--- config.mk ---
export PLATFORM = sky130hd
export DESIGN_NAME = midi_note_event_parser_flat
export DESIGN_NICKNAME = d
export VERILOG_FILES = /design/src/rtl/mnep_pkg.sv /design/src/rtl/mnep_ifs.sv /design/src/rtl/midi_note_event_parser.sv /design/src/rtl/mnep_ctrl.sv /design/src/rtl/mnep_dp.sv /design/src/flat_wrapper.sv
export SDC_FILE = /design/constraint.sdc
export NUM_CORES = 2
export LEC_CHECK = 0
export BUFFER_PORTS_ARGS = -buffer_cell sky130_fd_sc_hd__clkbuf_2
export CORE_MARGIN = 2
export CORE_UTILIZATION = 65
export DETAILED_ROUTE_END_ITERATION = 8
export PLACE_DENSITY = 0.82
export SLEW_MARGIN = 30
export SYNTH_ARGS = -nofsm -noshare
export SYNTH_HDL_FRONTEND = slang
export SYNTH_SLANG_ARGS = --single-unit
--- constraint.sdc ---
create_clock -name clk -period 10.7 [get_ports clk]
set_input_delay 1.07 -clock clk [delete_from_list [all_inputs] [get_ports clk]]
set_output_delay 1.07 -clock clk [all_outputs]
set_load 0.05 [all_outputs]
--- src/rtl/mnep_pkg.sv ---
// ----------------------------------------------------------------------------
// mnep_pkg
// Types and constants shared by the MIDI note event parser modules.
// ----------------------------------------------------------------------------
`default_nettype none

package mnep_pkg;

	// Field widths of the received byte and of one event.
	localparam int BYTE_W    = 8;
	localparam int CHAN_W    = 5;
	localparam int NOTE_W    = 7;
	localparam int VEL_W     = 7;
	localparam int SIZE_W    = 7;
	localparam int COL_W     = 8;
	localparam int CNT_W     = 4;
	localparam int OCTAVE_W  = 4;

	// Per-note storage.
	localparam int NOTE_COUNT = 128;

	// Configuration port.
	localparam int CFG_IDX_W  = 3;
	localparam int CFG_DATA_W = 8;

	localparam logic [CFG_IDX_W-1:0] CFG_LISTEN_A     = 3'd0;
	localparam logic [CFG_IDX_W-1:0] CFG_LISTEN_B     = 3'd1;
	localparam logic [CFG_IDX_W-1:0] CFG_LISTEN_C     = 3'd2;
	localparam logic [CFG_IDX_W-1:0] CFG_VEL_DIVISOR  = 3'd3;
	localparam logic [CFG_IDX_W-1:0] CFG_FIXED_VEL    = 3'd4;
	localparam logic [CFG_IDX_W-1:0] CFG_BASE_OCTAVE  = 3'd5;
	localparam logic [CFG_IDX_W-1:0] CFG_COL_OFFSET   = 3'd6;

	// Byte codes.
	localparam logic [BYTE_W-1:0] STATUS_SWALLOW = 8'hB0;
	localparam logic [2:0]        KIND_NOTE_OFF  = 3'd0;
	localparam logic [2:0]        KIND_NOTE_ON   = 3'd1;

	// Message byte positions.
	localparam logic [1:0] POS_IDLE     = 2'd0;
	localparam logic [1:0] POS_NOTE     = 2'd1;
	localparam logic [1:0] POS_VELOCITY = 2'd2;

	// Shape size floor and restoring divider length.
	localparam logic [SIZE_W-1:0] MIN_SIZE  = 7'd2;
	localparam int                DIV_STEPS = VEL_W;

	// Controller states.
	typedef enum logic [2:0] {
		ST_IDLE,
		ST_DECODE,
		ST_LOOKUP,
		ST_DIVIDE,
		ST_FINISH
	} state_t;

	// Commands from the controller to the datapath.
	typedef struct packed {
		logic capture;
		logic parse;
		logic div_start;
		logic div_step;
		logic commit;
	} cmd_t;

	// Status from the datapath to the controller.
	typedef struct packed {
		logic msg_ready;
		logic msg_is_on;
		logic cnt_zero;
		logic div_last;
		logic out_free;
	} sts_t;

	// Semitone flag: pitch class 1, 3, 6, 8 or 10. The quotient by twelve is
	// taken as a multiply by 43 and a shift by 9, exact for 7-bit notes.
	function automatic logic is_semitone(input logic [NOTE_W-1:0] n);
		logic [12:0] prod;
		logic [3:0]  quo;
		logic [7:0]  pc;
		prod = 13'(n) * 13'd43;
		quo  = prod[12:9];
		pc   = 8'(n) - 8'(quo) * 8'd12;
		return pc inside {8'd1, 8'd3, 8'd6, 8'd8, 8'd10};
	endfunction

endpackage

`default_nettype wire

--- src/rtl/mnep_ifs.sv ---
// ----------------------------------------------------------------------------
// mnep_ifs
// Valid/ready channels for received bytes and for note events.
// ----------------------------------------------------------------------------
`default_nettype none

interface mnep_in_if;
	logic       valid;
	logic       ready;
	logic [7:0] rx_byte;

	modport source (output valid, output rx_byte, input ready);
	modport sink   (input valid, input rx_byte, output ready);
endinterface

interface mnep_out_if;
	logic       valid;
	logic       ready;
	logic       note_on;
	logic [4:0] channel;
	logic [6:0] note;
	logic [6:0] velocity;
	logic [6:0] shape_size;
	logic [7:0] column;
	logic       semitone;
	logic [3:0] repeat_count;

	modport source (output valid, output note_on, output channel, output note,
		output velocity, output shape_size, output column, output semitone,
		output repeat_count, input ready);
	modport sink   (input valid, input note_on, input channel, input note,
		input velocity, input shape_size, input column, input semitone,
		input repeat_count, output ready);
endinterface

`default_nettype wire

--- src/rtl/midi_note_event_parser.sv ---
// ----------------------------------------------------------------------------
// midi_note_event_parser: frames MIDI note-on/off messages into note events.
// Events: a note-off event passes decode, lookup and finish, a note-on event also
// the 7-step divider, before it is valid; a stalled event holds the parser longer.
// Bytes: taken one at a time; a new byte is taken only once the last one is done.
// Reset: asynchronous, resets framing and config and clears all hold counts at once.
// ----------------------------------------------------------------------------
`default_nettype none

module midi_note_event_parser #(
	parameter int MAX_HOLD = 15
) (
	input  wire logic                               clk,
	input  wire logic                               arst_n,
	input  wire logic                               cfg_we,
	input  wire logic [mnep_pkg::CFG_IDX_W-1:0]     cfg_index,
	input  wire logic [mnep_pkg::CFG_DATA_W-1:0]    cfg_data,
	mnep_in_if.sink                                 rx,
	mnep_out_if.source                              evt
);
	import mnep_pkg::*;

	cmd_t cmd;
	sts_t sts;
	logic ready;

	assign rx.ready = ready;

	// Sequencer.
	mnep_ctrl u_ctrl (
		.clk      (clk),
		.arst_n   (arst_n),
		.rx_valid (rx.valid),
		.rx_ready (ready),
		.sts      (sts),
		.cmd      (cmd)
	);

	// Datapath.
	mnep_dp #(
		.MAX_HOLD (MAX_HOLD)
	) u_dp (
		.clk       (clk),
		.arst_n    (arst_n),
		.cfg_we    (cfg_we),
		.cfg_index (cfg_index),
		.cfg_data  (cfg_data),
		.rx_byte   (rx.rx_byte),
		.cmd       (cmd),
		.sts       (sts),
		.evt       (evt)
	);

endmodule

`default_nettype wire

--- src/rtl/mnep_ctrl.sv ---
// ----------------------------------------------------------------------------
// mnep_ctrl
// Sequencer for the note event parser: one received byte at a time.
// ----------------------------------------------------------------------------
`default_nettype none

module mnep_ctrl (
	input  wire logic          clk,
	input  wire logic          arst_n,
	input  wire logic          rx_valid,
	output logic               rx_ready,
	input  wire mnep_pkg::sts_t sts,
	output mnep_pkg::cmd_t     cmd
);
	import mnep_pkg::*;

	state_t state_q;
	state_t state_next;

	// State register.
	always_ff @(posedge clk or negedge arst_n) begin
		if (!arst_n) begin
			state_q <= ST_IDLE;
		end else begin
			state_q <= state_next;
		end
	end

	// Next state.
	always_comb begin
		state_next = state_q;
		case (state_q)
			ST_IDLE: begin
				if (rx_valid) state_next = ST_DECODE;
			end
			ST_DECODE: begin
				state_next = sts.msg_ready ? ST_LOOKUP : ST_IDLE;
			end
			ST_LOOKUP: begin
				if (sts.msg_is_on) begin
					state_next = ST_DIVIDE;
				end else if (sts.cnt_zero) begin
					state_next = ST_IDLE;
				end else begin
					state_next = ST_FINISH;
				end
			end
			ST_DIVIDE: begin
				if (sts.div_last) state_next = ST_FINISH;
			end
			ST_FINISH: begin
				if (sts.out_free) state_next = ST_IDLE;
			end
			default: state_next = ST_IDLE;
		endcase
	end

	// Outputs.
	always_comb begin
		rx_ready      = 1'b0;
		cmd           = '0;
		case (state_q)
			ST_IDLE: begin
				rx_ready    = 1'b1;
				cmd.capture = rx_valid;
			end
			ST_DECODE: begin
				cmd.parse = 1'b1;
			end
			ST_LOOKUP: begin
				cmd.div_start = sts.msg_is_on;
			end
			ST_DIVIDE: begin
				cmd.div_step = 1'b1;
			end
			ST_FINISH: begin
				cmd.commit = sts.out_free;
			end
			default: begin
				rx_ready = 1'b0;
			end
		endcase
	end

endmodule

`default_nettype wire

--- src/rtl/mnep_dp.sv ---
// ----------------------------------------------------------------------------
// mnep_dp
// Datapath: configuration, message framing, per-note memories, divider
// and the event output register.
// ----------------------------------------------------------------------------
`default_nettype none

module mnep_dp #(
	parameter int MAX_HOLD = 15
) (
	input  wire logic                               clk,
	input  wire logic                               arst_n,
	input  wire logic                               cfg_we,
	input  wire logic [mnep_pkg::CFG_IDX_W-1:0]     cfg_index,
	input  wire logic [mnep_pkg::CFG_DATA_W-1:0]    cfg_data,
	input  wire logic [mnep_pkg::BYTE_W-1:0]        rx_byte,
	input  wire mnep_pkg::cmd_t                     cmd,
	output mnep_pkg::sts_t                          sts,
	mnep_out_if.source                              evt
);
	import mnep_pkg::*;

	localparam int               HoldLimitInt = (MAX_HOLD < 15) ? MAX_HOLD : 15;
	localparam logic [CNT_W-1:0] HoldLimit    = CNT_W'(HoldLimitInt);

	// Configuration registers.
	logic [CHAN_W-1:0]   listen_a_q, listen_b_q, listen_c_q;
	logic [VEL_W-1:0]    divisor_q, fixed_vel_q;
	logic [OCTAVE_W-1:0] base_octave_q;
	logic [COL_W-1:0]    col_offset_q;

	always_ff @(posedge clk or negedge arst_n) begin
		if (!arst_n) begin
			listen_a_q    <= '0;
			listen_b_q    <= '0;
			listen_c_q    <= '0;
			divisor_q     <= 7'd12;
			fixed_vel_q   <= '0;
			base_octave_q <= '0;
			col_offset_q  <= '0;
		end else if (cfg_we) begin
			case (cfg_index)
				CFG_LISTEN_A:    listen_a_q    <= cfg_data[CHAN_W-1:0];
				CFG_LISTEN_B:    listen_b_q    <= cfg_data[CHAN_W-1:0];
				CFG_LISTEN_C:    listen_c_q    <= cfg_data[CHAN_W-1:0];
				CFG_VEL_DIVISOR: divisor_q     <= cfg_data[VEL_W-1:0];
				CFG_FIXED_VEL:   fixed_vel_q   <= cfg_data[VEL_W-1:0];
				CFG_BASE_OCTAVE: base_octave_q <= cfg_data[OCTAVE_W-1:0];
				CFG_COL_OFFSET:  col_offset_q  <= cfg_data[COL_W-1:0];
				default: ;
			endcase
		end
	end

	// Captured byte.
	logic [BYTE_W-1:0] byte_q;

	always_ff @(posedge clk) begin
		if (cmd.capture) byte_q <= rx_byte;
	end

	// Framing state.
	logic [1:0]        pos_q;
	logic [3:0]        cur_chan_q;
	logic              cur_is_on_q;
	logic [NOTE_W-1:0] cur_note_q;
	logic              swallow_q;
	logic [VEL_W-1:0]  vel_q;

	logic [2:0]        kind;
	logic [CHAN_W-1:0] chan_num;
	logic              chan_ok;
	logic              is_third;

	assign kind     = byte_q[6:4];
	assign chan_num = {1'b0, cur_chan_q} + 5'd1;
	assign chan_ok  = (listen_a_q == '0) || (chan_num == listen_a_q) ||
		(chan_num == listen_b_q) || (chan_num == listen_c_q);
	assign is_third = (byte_q <= STATUS_SWALLOW) && !byte_q[7] &&
		(pos_q != POS_IDLE) && (pos_q != POS_NOTE);

	always_ff @(posedge clk or negedge arst_n) begin
		if (!arst_n) begin
			pos_q       <= POS_IDLE;
			cur_chan_q  <= '0;
			cur_is_on_q <= 1'b0;
			cur_note_q  <= '0;
			swallow_q   <= 1'b0;
		end else if (cmd.parse && (byte_q <= STATUS_SWALLOW)) begin
			if (byte_q[7]) begin
				// Status byte: note messages restart framing, others reset it.
				if (byte_q == STATUS_SWALLOW) swallow_q <= 1'b1;
				if ((kind == KIND_NOTE_OFF) || (kind == KIND_NOTE_ON)) begin
					cur_chan_q  <= byte_q[3:0];
					cur_is_on_q <= (kind == KIND_NOTE_ON);
					pos_q       <= POS_NOTE;
				end else begin
					pos_q <= POS_IDLE;
				end
			end else if (pos_q == POS_NOTE) begin
				cur_note_q <= byte_q[NOTE_W-1:0];
				pos_q      <= POS_VELOCITY;
			end else if (pos_q != POS_IDLE) begin
				pos_q <= POS_IDLE;
				if (swallow_q) swallow_q <= 1'b0;
			end
		end
	end

	// Velocity of a note-on, fixed or received.
	always_ff @(posedge clk) begin
		if (cmd.parse) begin
			vel_q <= (fixed_vel_q != '0) ? fixed_vel_q : byte_q[VEL_W-1:0];
		end
	end

	// Per-note memories, read while the byte is decoded. The valid bits
	// stand for the cleared reset state of the hold counts.
	logic [CNT_W-1:0]      hold_mem [NOTE_COUNT];
	logic [VEL_W-1:0]      vel_mem  [NOTE_COUNT];
	logic [NOTE_COUNT-1:0] hold_vld_q;
	logic [CNT_W-1:0]      hold_rd_q;
	logic [VEL_W-1:0]      vel_rd_q;
	logic                  vld_rd_q;
	logic [CNT_W-1:0]      cnt;
	logic [CNT_W-1:0]      cnt_next;

	assign cnt      = vld_rd_q ? hold_rd_q : '0;
	assign cnt_next = (cnt < HoldLimit) ? cnt + 4'd1 : cnt;

	always_ff @(posedge clk) begin
		if (cmd.parse) begin
			hold_rd_q <= hold_mem[cur_note_q];
			vel_rd_q  <= vel_mem[cur_note_q];
			vld_rd_q  <= hold_vld_q[cur_note_q];
		end
		if (cmd.commit && cur_is_on_q) begin
			hold_mem[cur_note_q] <= cnt_next;
			vel_mem[cur_note_q]  <= vel_q;
		end
	end

	// A note-off releases the note by clearing its valid bit.
	always_ff @(posedge clk or negedge arst_n) begin
		if (!arst_n) begin
			hold_vld_q <= '0;
		end else if (cmd.commit) begin
			hold_vld_q[cur_note_q] <= cur_is_on_q;
		end
	end

	// Restoring divider, one quotient bit a cycle. A zero divisor yields
	// all ones, which is the saturated size.
	logic [VEL_W-1:0]         div_rem_q;
	logic [VEL_W-1:0]         div_quo_q;
	logic [2:0]               div_cnt_q;
	logic [VEL_W:0]           rem_sh;
	logic                     rem_ge;

	assign rem_sh = {div_rem_q, div_quo_q[VEL_W-1]};
	assign rem_ge = rem_sh >= {1'b0, divisor_q};

	always_ff @(posedge clk) begin
		if (cmd.div_start) begin
			div_rem_q <= '0;
			div_quo_q <= vel_q;
			div_cnt_q <= '0;
		end else if (cmd.div_step) begin
			div_rem_q <= rem_ge ? VEL_W'(rem_sh - {1'b0, divisor_q}) : rem_sh[VEL_W-1:0];
			div_quo_q <= {div_quo_q[VEL_W-2:0], rem_ge};
			div_cnt_q <= div_cnt_q + 3'd1;
		end
	end

	// Event fields.
	logic [SIZE_W-1:0] size_on;
	logic [SIZE_W-1:0] last_size_q;
	logic [COL_W-1:0]  octave_span;
	logic [COL_W-1:0]  column;

	assign size_on     = (div_quo_q < MIN_SIZE) ? MIN_SIZE : div_quo_q;
	assign octave_span = COL_W'({base_octave_q, 3'b000}) + COL_W'({base_octave_q, 2'b00});
	assign column      = COL_W'({1'b0, cur_note_q}) - octave_span + col_offset_q;

	always_ff @(posedge clk or negedge arst_n) begin
		if (!arst_n) begin
			last_size_q <= '0;
		end else if (cmd.commit && cur_is_on_q) begin
			last_size_q <= size_on;
		end
	end

	// Output register.
	logic out_valid_q;

	always_ff @(posedge clk or negedge arst_n) begin
		if (!arst_n) begin
			out_valid_q <= 1'b0;
		end else if (cmd.commit) begin
			out_valid_q <= 1'b1;
		end else if (evt.ready) begin
			out_valid_q <= 1'b0;
		end
	end

	always_ff @(posedge clk) begin
		if (cmd.commit) begin
			evt.note_on      <= cur_is_on_q;
			evt.channel      <= chan_num;
			evt.note         <= cur_note_q;
			evt.velocity     <= cur_is_on_q ? vel_q : vel_rd_q;
			evt.shape_size   <= cur_is_on_q ? size_on : last_size_q;
			evt.column       <= column;
			evt.semitone     <= is_semitone(cur_note_q);
			evt.repeat_count <= cur_is_on_q ? 4'd1 : cnt;
		end
	end

	assign evt.valid = out_valid_q;

	// Status.
	assign sts.msg_ready = (byte_q <= STATUS_SWALLOW) && is_third && !swallow_q && chan_ok;
	assign sts.msg_is_on = cur_is_on_q;
	assign sts.cnt_zero  = (cnt == '0);
	assign sts.div_last  = (div_cnt_q == 3'(DIV_STEPS - 1));
	assign sts.out_free  = !out_valid_q || evt.ready;

endmodule

`default_nettype wire
--- src/flat_wrapper.sv ---
// flat-port wrapper written by rule: the top's interface ports become plain ports
module midi_note_event_parser_flat import mnep_pkg::*;
#(
	parameter int MAX_HOLD = 15
)
  (clk, arst_n, cfg_we, cfg_index, cfg_data, rx_valid, rx_rx_byte, rx_ready, evt_valid, evt_note_on, evt_channel, evt_note, evt_velocity, evt_shape_size, evt_column, evt_semitone, evt_repeat_count, evt_ready);
  mnep_in_if rx_i ();
  mnep_out_if evt_i ();
  input  wire logic clk;
  input  wire logic arst_n;
  input  wire logic cfg_we;
  input  wire logic [mnep_pkg::CFG_IDX_W-1:0] cfg_index;
  input  wire logic [mnep_pkg::CFG_DATA_W-1:0] cfg_data;
  input wire logic [$bits(rx_i.valid)-1:0] rx_valid;
  input wire logic [$bits(rx_i.rx_byte)-1:0] rx_rx_byte;
  output wire logic [$bits(rx_i.ready)-1:0] rx_ready;
  output wire logic [$bits(evt_i.valid)-1:0] evt_valid;
  output wire logic [$bits(evt_i.note_on)-1:0] evt_note_on;
  output wire logic [$bits(evt_i.channel)-1:0] evt_channel;
  output wire logic [$bits(evt_i.note)-1:0] evt_note;
  output wire logic [$bits(evt_i.velocity)-1:0] evt_velocity;
  output wire logic [$bits(evt_i.shape_size)-1:0] evt_shape_size;
  output wire logic [$bits(evt_i.column)-1:0] evt_column;
  output wire logic [$bits(evt_i.semitone)-1:0] evt_semitone;
  output wire logic [$bits(evt_i.repeat_count)-1:0] evt_repeat_count;
  input wire logic [$bits(evt_i.ready)-1:0] evt_ready;
  assign rx_i.valid = rx_valid;
  assign rx_i.rx_byte = rx_rx_byte;
  assign rx_ready = rx_i.ready;
  assign evt_valid = evt_i.valid;
  assign evt_note_on = evt_i.note_on;
  assign evt_channel = evt_i.channel;
  assign evt_note = evt_i.note;
  assign evt_velocity = evt_i.velocity;
  assign evt_shape_size = evt_i.shape_size;
  assign evt_column = evt_i.column;
  assign evt_semitone = evt_i.semitone;
  assign evt_repeat_count = evt_i.repeat_count;
  assign evt_i.ready = evt_ready;
  midi_note_event_parser #(.MAX_HOLD(MAX_HOLD)) u_core (.clk(clk), .arst_n(arst_n), .cfg_we(cfg_we), .cfg_index(cfg_index), .cfg_data(cfg_data), .rx(rx_i), .evt(evt_i));
endmodule
### Yosys cells after proc, flatten, opt, wreduce, memory -nomap -nowiden

Memory sizes are Yosys's and may differ from the RTL's. A register that Yosys moved wholly into a read port is not among the register bits.
Index checks and enable logic that the tools add are counted.

| storage, ports and cells | value |
|---|---|
| register bits after elaboration | 268 |
| bits in writable memories | 1,408 |
| bits of input ports | 24 |
| output and inout port bits | 42 |
| logic and storage cells | 157 |
| memories kept | 2 |

| cells by class | value |
|---|---|
| add/sub/neg operators | 8 |
| multiply operators | 2 |
| order comparisons | 6 |
| equal/unequal tests | 28 |
| muxes and demuxes | 39 |
| bitwise gates (word level) | 1 |
| reduce and logical (&&, ||, !) cells | 41 |

Memory list:

| name | words | bits a word | rd ports | clocked after Yosys merged registers in | write ports | RTL line | source |
|---|---|---|---|---|---|---|---|
| u_core.u_dp.vel_mem | 128 | 7 | 1 | 1 | 1 | mnep_dp.sv:120 | `logic [VEL_W-1:0] vel_mem [NOTE_COUNT];` |
| u_core.u_dp.hold_mem | 128 | 4 | 1 | 1 | 1 | mnep_dp.sv:119 | `logic [CNT_W-1:0] hold_mem [NOTE_COUNT];` |

Operators with widths:

| cell | number |
|---|---|
| 128-bit bitwise mux | 1 |
| 7-bit two-way mux | 7 |
| 1-bit two-way mux | 17 |
| 8-bit by 4-bit == test with 1-bit output, second input constant | 2 |
| 2-bit AND reduction | 8 |
| 7-bit by 8-bit subtractor with 8-bit output | 2 |
| 3-bit == test, second input constant | 5 |
| 5-bit == test | 3 |
| 3-bit two-way mux | 5 |
| 3-bit case mux with 5 select lines | 1 |
| 7-bit by 6-bit multiplier with 13-bit output, second input constant | 1 |
| 3-bit by 2-bit == test with 1-bit output, second input constant | 4 |
| 3-bit by 1-bit == test with 1-bit output, second input constant | 3 |
| 1-bit logical AND | 9 |
| 3-bit zero test | 3 |
| 3-bit AND reduction | 3 |
| 7-bit by 6-bit adder with 8-bit output | 1 |
| 8-bit adder | 1 |
| 8-bit by 1-bit == test with 1-bit output, second input constant | 1 |
| 8-bit by 2-bit == test with 1-bit output, second input constant | 1 |
| 8-bit by 3-bit == test with 1-bit output, second input constant | 1 |
| 8-bit == test, second input constant | 1 |
| 8-bit by 7-bit >= comparator with 1-bit output | 1 |
| 8-bit <= comparator, second input constant | 1 |
| 26 further kinds | 43 |

### Depth between registers and ports, before layout

| depth | value |
|---|---|
| word-level depth | 9 |
| mapped depth | 25 |

### By module

Synthesis repeated with hierarchy kept, for this count alone.

| second synthesis, totals | value |
|---|---|
| cells, all modules | 3,938 |
| area total of the unflattened synthesis | 68,750.9 um^2 |

Modules (own cells, without submodules):

| module | times used | cells an instance | area an instance (um^2) | sequential area each (um^2) |
|---|---|---|---|---|
| mnep_dp | 1 | 3,910 | 68,519.5 | 49,510.0 |
| mnep_ctrl | 1 | 28 | 231.5 | 75.1 |

### Least setup slack after synthesis

Ideal clock, no wire load.

| timing | value |
|---|---|
| path type | register -> register |
| start point | reg u_core.u_dp.vld_rd_q |
| end point | mem u_core.u_dp.hold_mem[0][3], data pin |
| library setup time | 1.213 ns |
| data arrival time | 6.018 ns |
| data required time | 9.487 ns |
| path slack | 3.469 ns |
| stages on the path, launching flop included | 6 |
| clock period less this slack | 7.231 ns |
| cells stage by stage | edfxtp_1 -> nand2_1 -> inv_1 -> ha_1 -> nor3b_1 -> nor3b_1 |

| on the way | value |
|---|---|
| longest elaborated chain between the ends | 3 |
| elaborated cells between the ends (all ways) | 4 |
| classes of those cells | 1 x add/sub; 1 x order compare; 2 x mux |

Ends and longest elaborated chain:

| what | RTL line | source |
|---|---|---|
| start: declaration | mnep_dp.sv:124 | `logic vld_rd_q;` |
| start signal: assignment | mnep_dp.sv:135 | `vld_rd_q <= hold_vld_q[cur_note_q];` |
| 4-bit two-way mux (*) | mnep_dp.sv:128 | `assign cnt = vld_rd_q ? hold_rd_q : '0;` |
| named net u_core.u_dp.cnt[0] | mnep_dp.sv:125 | `logic [CNT_W-1:0] cnt;` |
| 4-bit by 1-bit adder with 4-bit output / 4-bit less-than comparator (equally long branches) | mnep_dp.sv:129 | `assign cnt_next = (cnt < HoldLimit) ? cnt + 4'd1 : cnt;` |
| 4-bit two-way mux (*) | mnep_dp.sv:129 |  |
| named net u_core.u_dp.cnt_next[3] | mnep_dp.sv:126 | `logic [CNT_W-1:0] cnt_next;` |
| end: declaration | mnep_dp.sv:119 |  |

Mark *: on every way through the listed nets, which the timed path passes. The rest lies on a longest branch.

### Final worst setup path

| timing | value |
|---|---|
| start point | reg u_core.u_dp.cur_note_q[5] |
| end point | reg u_core.u_dp.evt.semitone, data pin |

| on the way | value |
|---|---|
| longest elaborated chain between the ends | 5 |
| elaborated cells between the ends (all ways) | 9 |
| classes of those cells | 1 x add/sub; 2 x mul; 5 x eq/ne; 1 x reduce/logical |

Ends and longest elaborated chain:

| what | RTL line | source |
|---|---|---|
| start: declaration | mnep_dp.sv:66 | `logic [NOTE_W-1:0] cur_note_q;` |
| start signal: assignment | mnep_dp.sv:101 | `cur_note_q <= byte_q[NOTE_W-1:0];` |
| 7-bit by 6-bit multiplier with 13-bit output | mnep_pkg.sv:81 | `prod = 13'(n) * 13'd43;` |
| 4-bit by 2-bit multiplier with 6-bit output | mnep_pkg.sv:83 | `pc = 8'(n) - 8'(quo) * 8'd12;` |
| 7-bit by 8-bit subtractor with 8-bit output (*) | mnep_pkg.sv:83 |  |
| 8-bit by 1-bit == test with 1-bit output, or another cell as far along | mnep_pkg.sv:84 | `return pc inside {8'd1, 8'd3, 8'd6, 8'd8, 8'd10};` |
| 5-bit nonzero test (*) | mnep_pkg.sv:84 |  |
| end signal: assignment | mnep_dp.sv:214 | `evt.semitone <= is_semitone(cur_note_q);` |
| end: declaration | mnep_ifs.sv:29 | `output velocity, output shape_size, output column, output semitone,` |

Every way passes the cells marked *; elsewhere a longest branch is shown, timed or not.
A chain may end at the register's enable or synchronous reset.

==> results.txt <==
initial antenna violation count = 4
first-pass GRT wire length = 253000 um
DRT iter0 DRCs = 5373
Clk pin slew, worst setup/hold paths = 0.06 ns
Routed Antenna Nets = 0
post-synth top area share = 64.6%
Top Family by Delay on Critical Path = adder cells
CTS Buffer Depth = 3
met2 usage = 50.3%
setup_tns = 0 ns
Post-Syn Nets = 4009
CP cell instances = buf_4, inv_1, ha_1, inv_1, fa_1, fa_1, inv_1, ha_1, nand4_1, o21ai_2, o21a_4, xor2_1, ha_1, nand2_1, o21bai_1, mux2i_1, a21boi_0, a31o_2, xnor2_1, ha_1, or2_2, a211oi_1, a31oi_1, nor4_2
die area = 0.109 mm^2
FFs w/ async S/R, synth = 11.6%
Primary FF master, synth = edfxtp_1
GPL Wtd Cong = 0.912
hold buffers post-CTS = 0
share of cells above drive strength 1 = 23.3%
most common cell in the netlist = edfxtp_1
Peak Freq = 153 MHz
Post CTS Setup Buffer Count = 0
minimum clock period after layout = 6.55 ns
Power per Cell Area = 265 mW/mm^2
Post-synth EDFFs = 1482
CP most frequent cell = ha_1
number of global-route vias before repair = 38200
Post-synth top cells = edfxtp_1, mux4_2, nand2_1
Worst Path Arrival = 7.15 ns
final hold vios = 0
# fillers = 5943
Synth warnings = 0
CP max-delay cell = inv_1
CP max FO = 44
Synth Area per Inst = 17.7 um^2
fin crit share = 61.2%
Worst Reg-to-Reg Cells = 24
CP Launch Type = flip-flop
post-synthesis mux area share = 15.8%
busiest grt layer = met2
Final setup viols = 0
internal reg-to-reg setup slack = 4.15 ns
DRC viols = 0
Antenna Cells = 0
critical path required time = 11.30 ns
Syn-to-layout area delta = 10.3%
Non-Filler Instances = 5520
RSZ-0062 raised after global routing = no
Starting Density = 65.5%
slowest stage delay, CP = 0.57 ns
Core Footprint = 0.105 mm^2
1st-pass router iterations = 6
Cell variety after synth = 66
gr ovfl total = 0
largest family of logic cells by synthesized area = multiplexers
Synth area leaders = edfxtp_1, mux4_2, dfrtp_1
post-layout net count = 4101
total CTS buffers = 163
Static Leak = 25.8 nW
final count of pins violating max slew = 0
CTS tree = yes
GR Util met3 = 7.51%
clock skew = 0.0316 ns
FP Rows = 119
DR WL/cell = 30.9 um
# clock sinks = 1687
Synth Area in XOR/XNOR = 0.483%
compound-cell area share of the yosys netlist = 3.73%
total track usage = 32.0%
clk_lat worst skew = 0.78 ns
met1 GRT Util = 43.7%
Placed Cells = 5218
IO Pins = 66
hpwl dp = 96200 um
largest area contributor in the netlist = edfxtp_1
fin area = 0.0760 mm^2
final wirelength = 171000 um
crit path kind = reg -> reg
Vias = 38100
Seq/Total Area, Yosys = 71.9%
post-synthesis adder-cell area fraction = 1.69%
Worst Hold Slack = 0.222 ns
Max-slew headroom = 28.1%
HP Class = in -> async
Crit. End Element = flip-flop
vias per cell = 6.91
Worst Max-Slew Pin Slew = 1.07 ns
Crit path buffers/inverters = 4
Die Y = 330 um
Simple-Gate Fraction of Synth Area = 4.25%
post-cts resize count = 0
Mapped Area = 0.0689 mm^2
reg-to-reg startpoint = u_core.u_dp.cur_note_q[5]
root buf cell = clkbuf_16
Critical R2R Capture = u_core.u_dp.evt.semitone
H-tree depth = 4
Max Cap Viol = 0
Synth Register Bits = 1687
PortBufs = 65
chip width = 330 um
Placed Area = 0.0707 mm^2
VDD IR max = 352 uV
Gate Count Post-Synth = 3902
largest net degree at the start of global routing = 125
status = finished clean
==> area by class of cell <==
cell class,count,area (um^2),share of cell area [%]
tap,1391,1740,2.29
sequential,1687,49600,65.2
clock buffer,218,4490,5.91
clock inverter,82,637,0.838
inverter,57,216,0.285
multi-input combinational,1928,18200,23.9
timing repair buffer,157,1130,1.49
==> cells in the final DEF, fill, tap and decap left out, types with 8 or more instances in the layout <==
cell type and n:
mux2i_1 271, fa_1 17, nand2b_1 9, mux2_2 148
and3_1 27, nand3_1 65, a22oi_1 49, a31oi_1 35
xnor2_1 20, clkbuf_2 64, a211oi_1 26, o21ai_0 167
nand4_1 21, nor2_2 98, edfxtp_1 1482, clkinv_2 24
ha_1 66, a21oi_1 64, xor2_1 18, a21o_1 11
buf_4 84, dfrtp_1 186, clkbuf_1 42, clkbuf_16 170
inv_1 54, clkinv_1 30, o21ai_1 14, nor2_1 128
nand2_1 271, nor3_1 8, mux4_2 288, o2111ai_1 16
dfxtp_1 10, o221ai_1 12
==> worst reg2reg max path, stage by stage, from the launching register on <==
cell and delay [ns]:
dfrtp_2 0.35, buf_4 0.50, inv_1 0.61, ha_1 0.47
inv_1 0.05, fa_1 0.46, fa_1 0.54, inv_1 0.04
ha_1 0.29, nand4_1 0.13, o21ai_2 0.23, o21a_4 0.22
xor2_1 0.27, ha_1 0.30, nand2_1 0.08, o21bai_1 0.14
mux2i_1 0.09, a21boi_0 0.18, a31o_2 0.18, xnor2_1 0.11
ha_1 0.28, or2_2 0.29, a211oi_1 0.21, a31oi_1 0.08
nor4_2 0.25
==> per-layer routing <==
layer  vias to the layer above  share of wire, %  routed length, um
li1                      15500                 -                  -
met1                     19500                36              61500
met2                      2677                48              82200
met3                       477                11              19100
met4                         2               4.6               7910
met5                         -            0.0076                 13
==> power breakdown <==
part	internal [mW]	leakage [nW]	switching [mW]
combinational	2.39	7.19	4.18
clock	3.11	2.50	2.43
sequential	7.80	16.1	0.235
total	13.3	25.8	6.85
==> logic make-up after synthesis <==
logic type	after synthesis
AOI/OAI and AO/OA	421
xor gates and xnor gates	38
adders and majority gates	83
buffers and inverters	287
DFF	1687
muxes	709
and+or+nand+nor	677
==> flip-flops by register name (all words and copies together) (netlist names), 7 cells and up <==
name,cells
u_core.u_dp.vel_rd_q,7
u_core.u_dp.evt.note,7
u_core.u_dp.fixed_vel_q,7
u_core.u_dp.div_rem_q,7
u_core.u_dp.div_quo_q,7
u_core.u_dp.cur_note_q,7
u_core.u_dp.divisor_q,7
u_core.u_dp.evt.column,8
u_core.u_dp.byte_q,8
u_core.u_dp.evt.velocity,7
u_core.u_dp.hold_vld_q,128
u_core.u_dp.last_size_q,7
u_core.u_dp.col_offset_q,8
u_core.u_dp.evt.shape_size,7
u_core.u_dp.vel_q,7
u_core.u_dp.vel_mem,896
u_core.u_dp.hold_mem,512
==> stage by stage <==
| step | setup slack, ns | utilization [%] | total power [mW] |
|---|---|---|---|
| 6_report | 4.15 | 72.2 | 20.2 |
| 5_1_grt | 3.85 | 72.2 | 20.8 |
| 4_1_cts | 4.19 | 72.1 | 20.1 |
| 3_5_place_dp | 4.25 | 67.2 | 14.5 |
| 3_3_place_gp | 4.29 | 67.0 | 14.4 |
| 2_1_floorplan | 3.47 | - | 12.6 |
==> how the worst max path moves through the flow <==
stage / to / cells past startpoint / startpoint
6_report: u_core.u_dp.evt.semitone / 24 / u_core.u_dp.cur_note_q[5]
5_1_grt: u_core.u_dp.evt.semitone / 24 / u_core.u_dp.cur_note_q[5]
4_1_cts: u_core.u_dp.evt.semitone / 24 / u_core.u_dp.cur_note_q[5]
3_5_place_dp: u_core.u_dp.evt.semitone / 24 / u_core.u_dp.cur_note_q[5]
3_3_place_gp: u_core.u_dp.evt.semitone / 24 / u_core.u_dp.cur_note_q[5]
2_1_floorplan: u_core.u_dp.hold_mem[0][3] / 5 / u_core.u_dp.vld_rd_q
(Power assumes the default switching activity.)
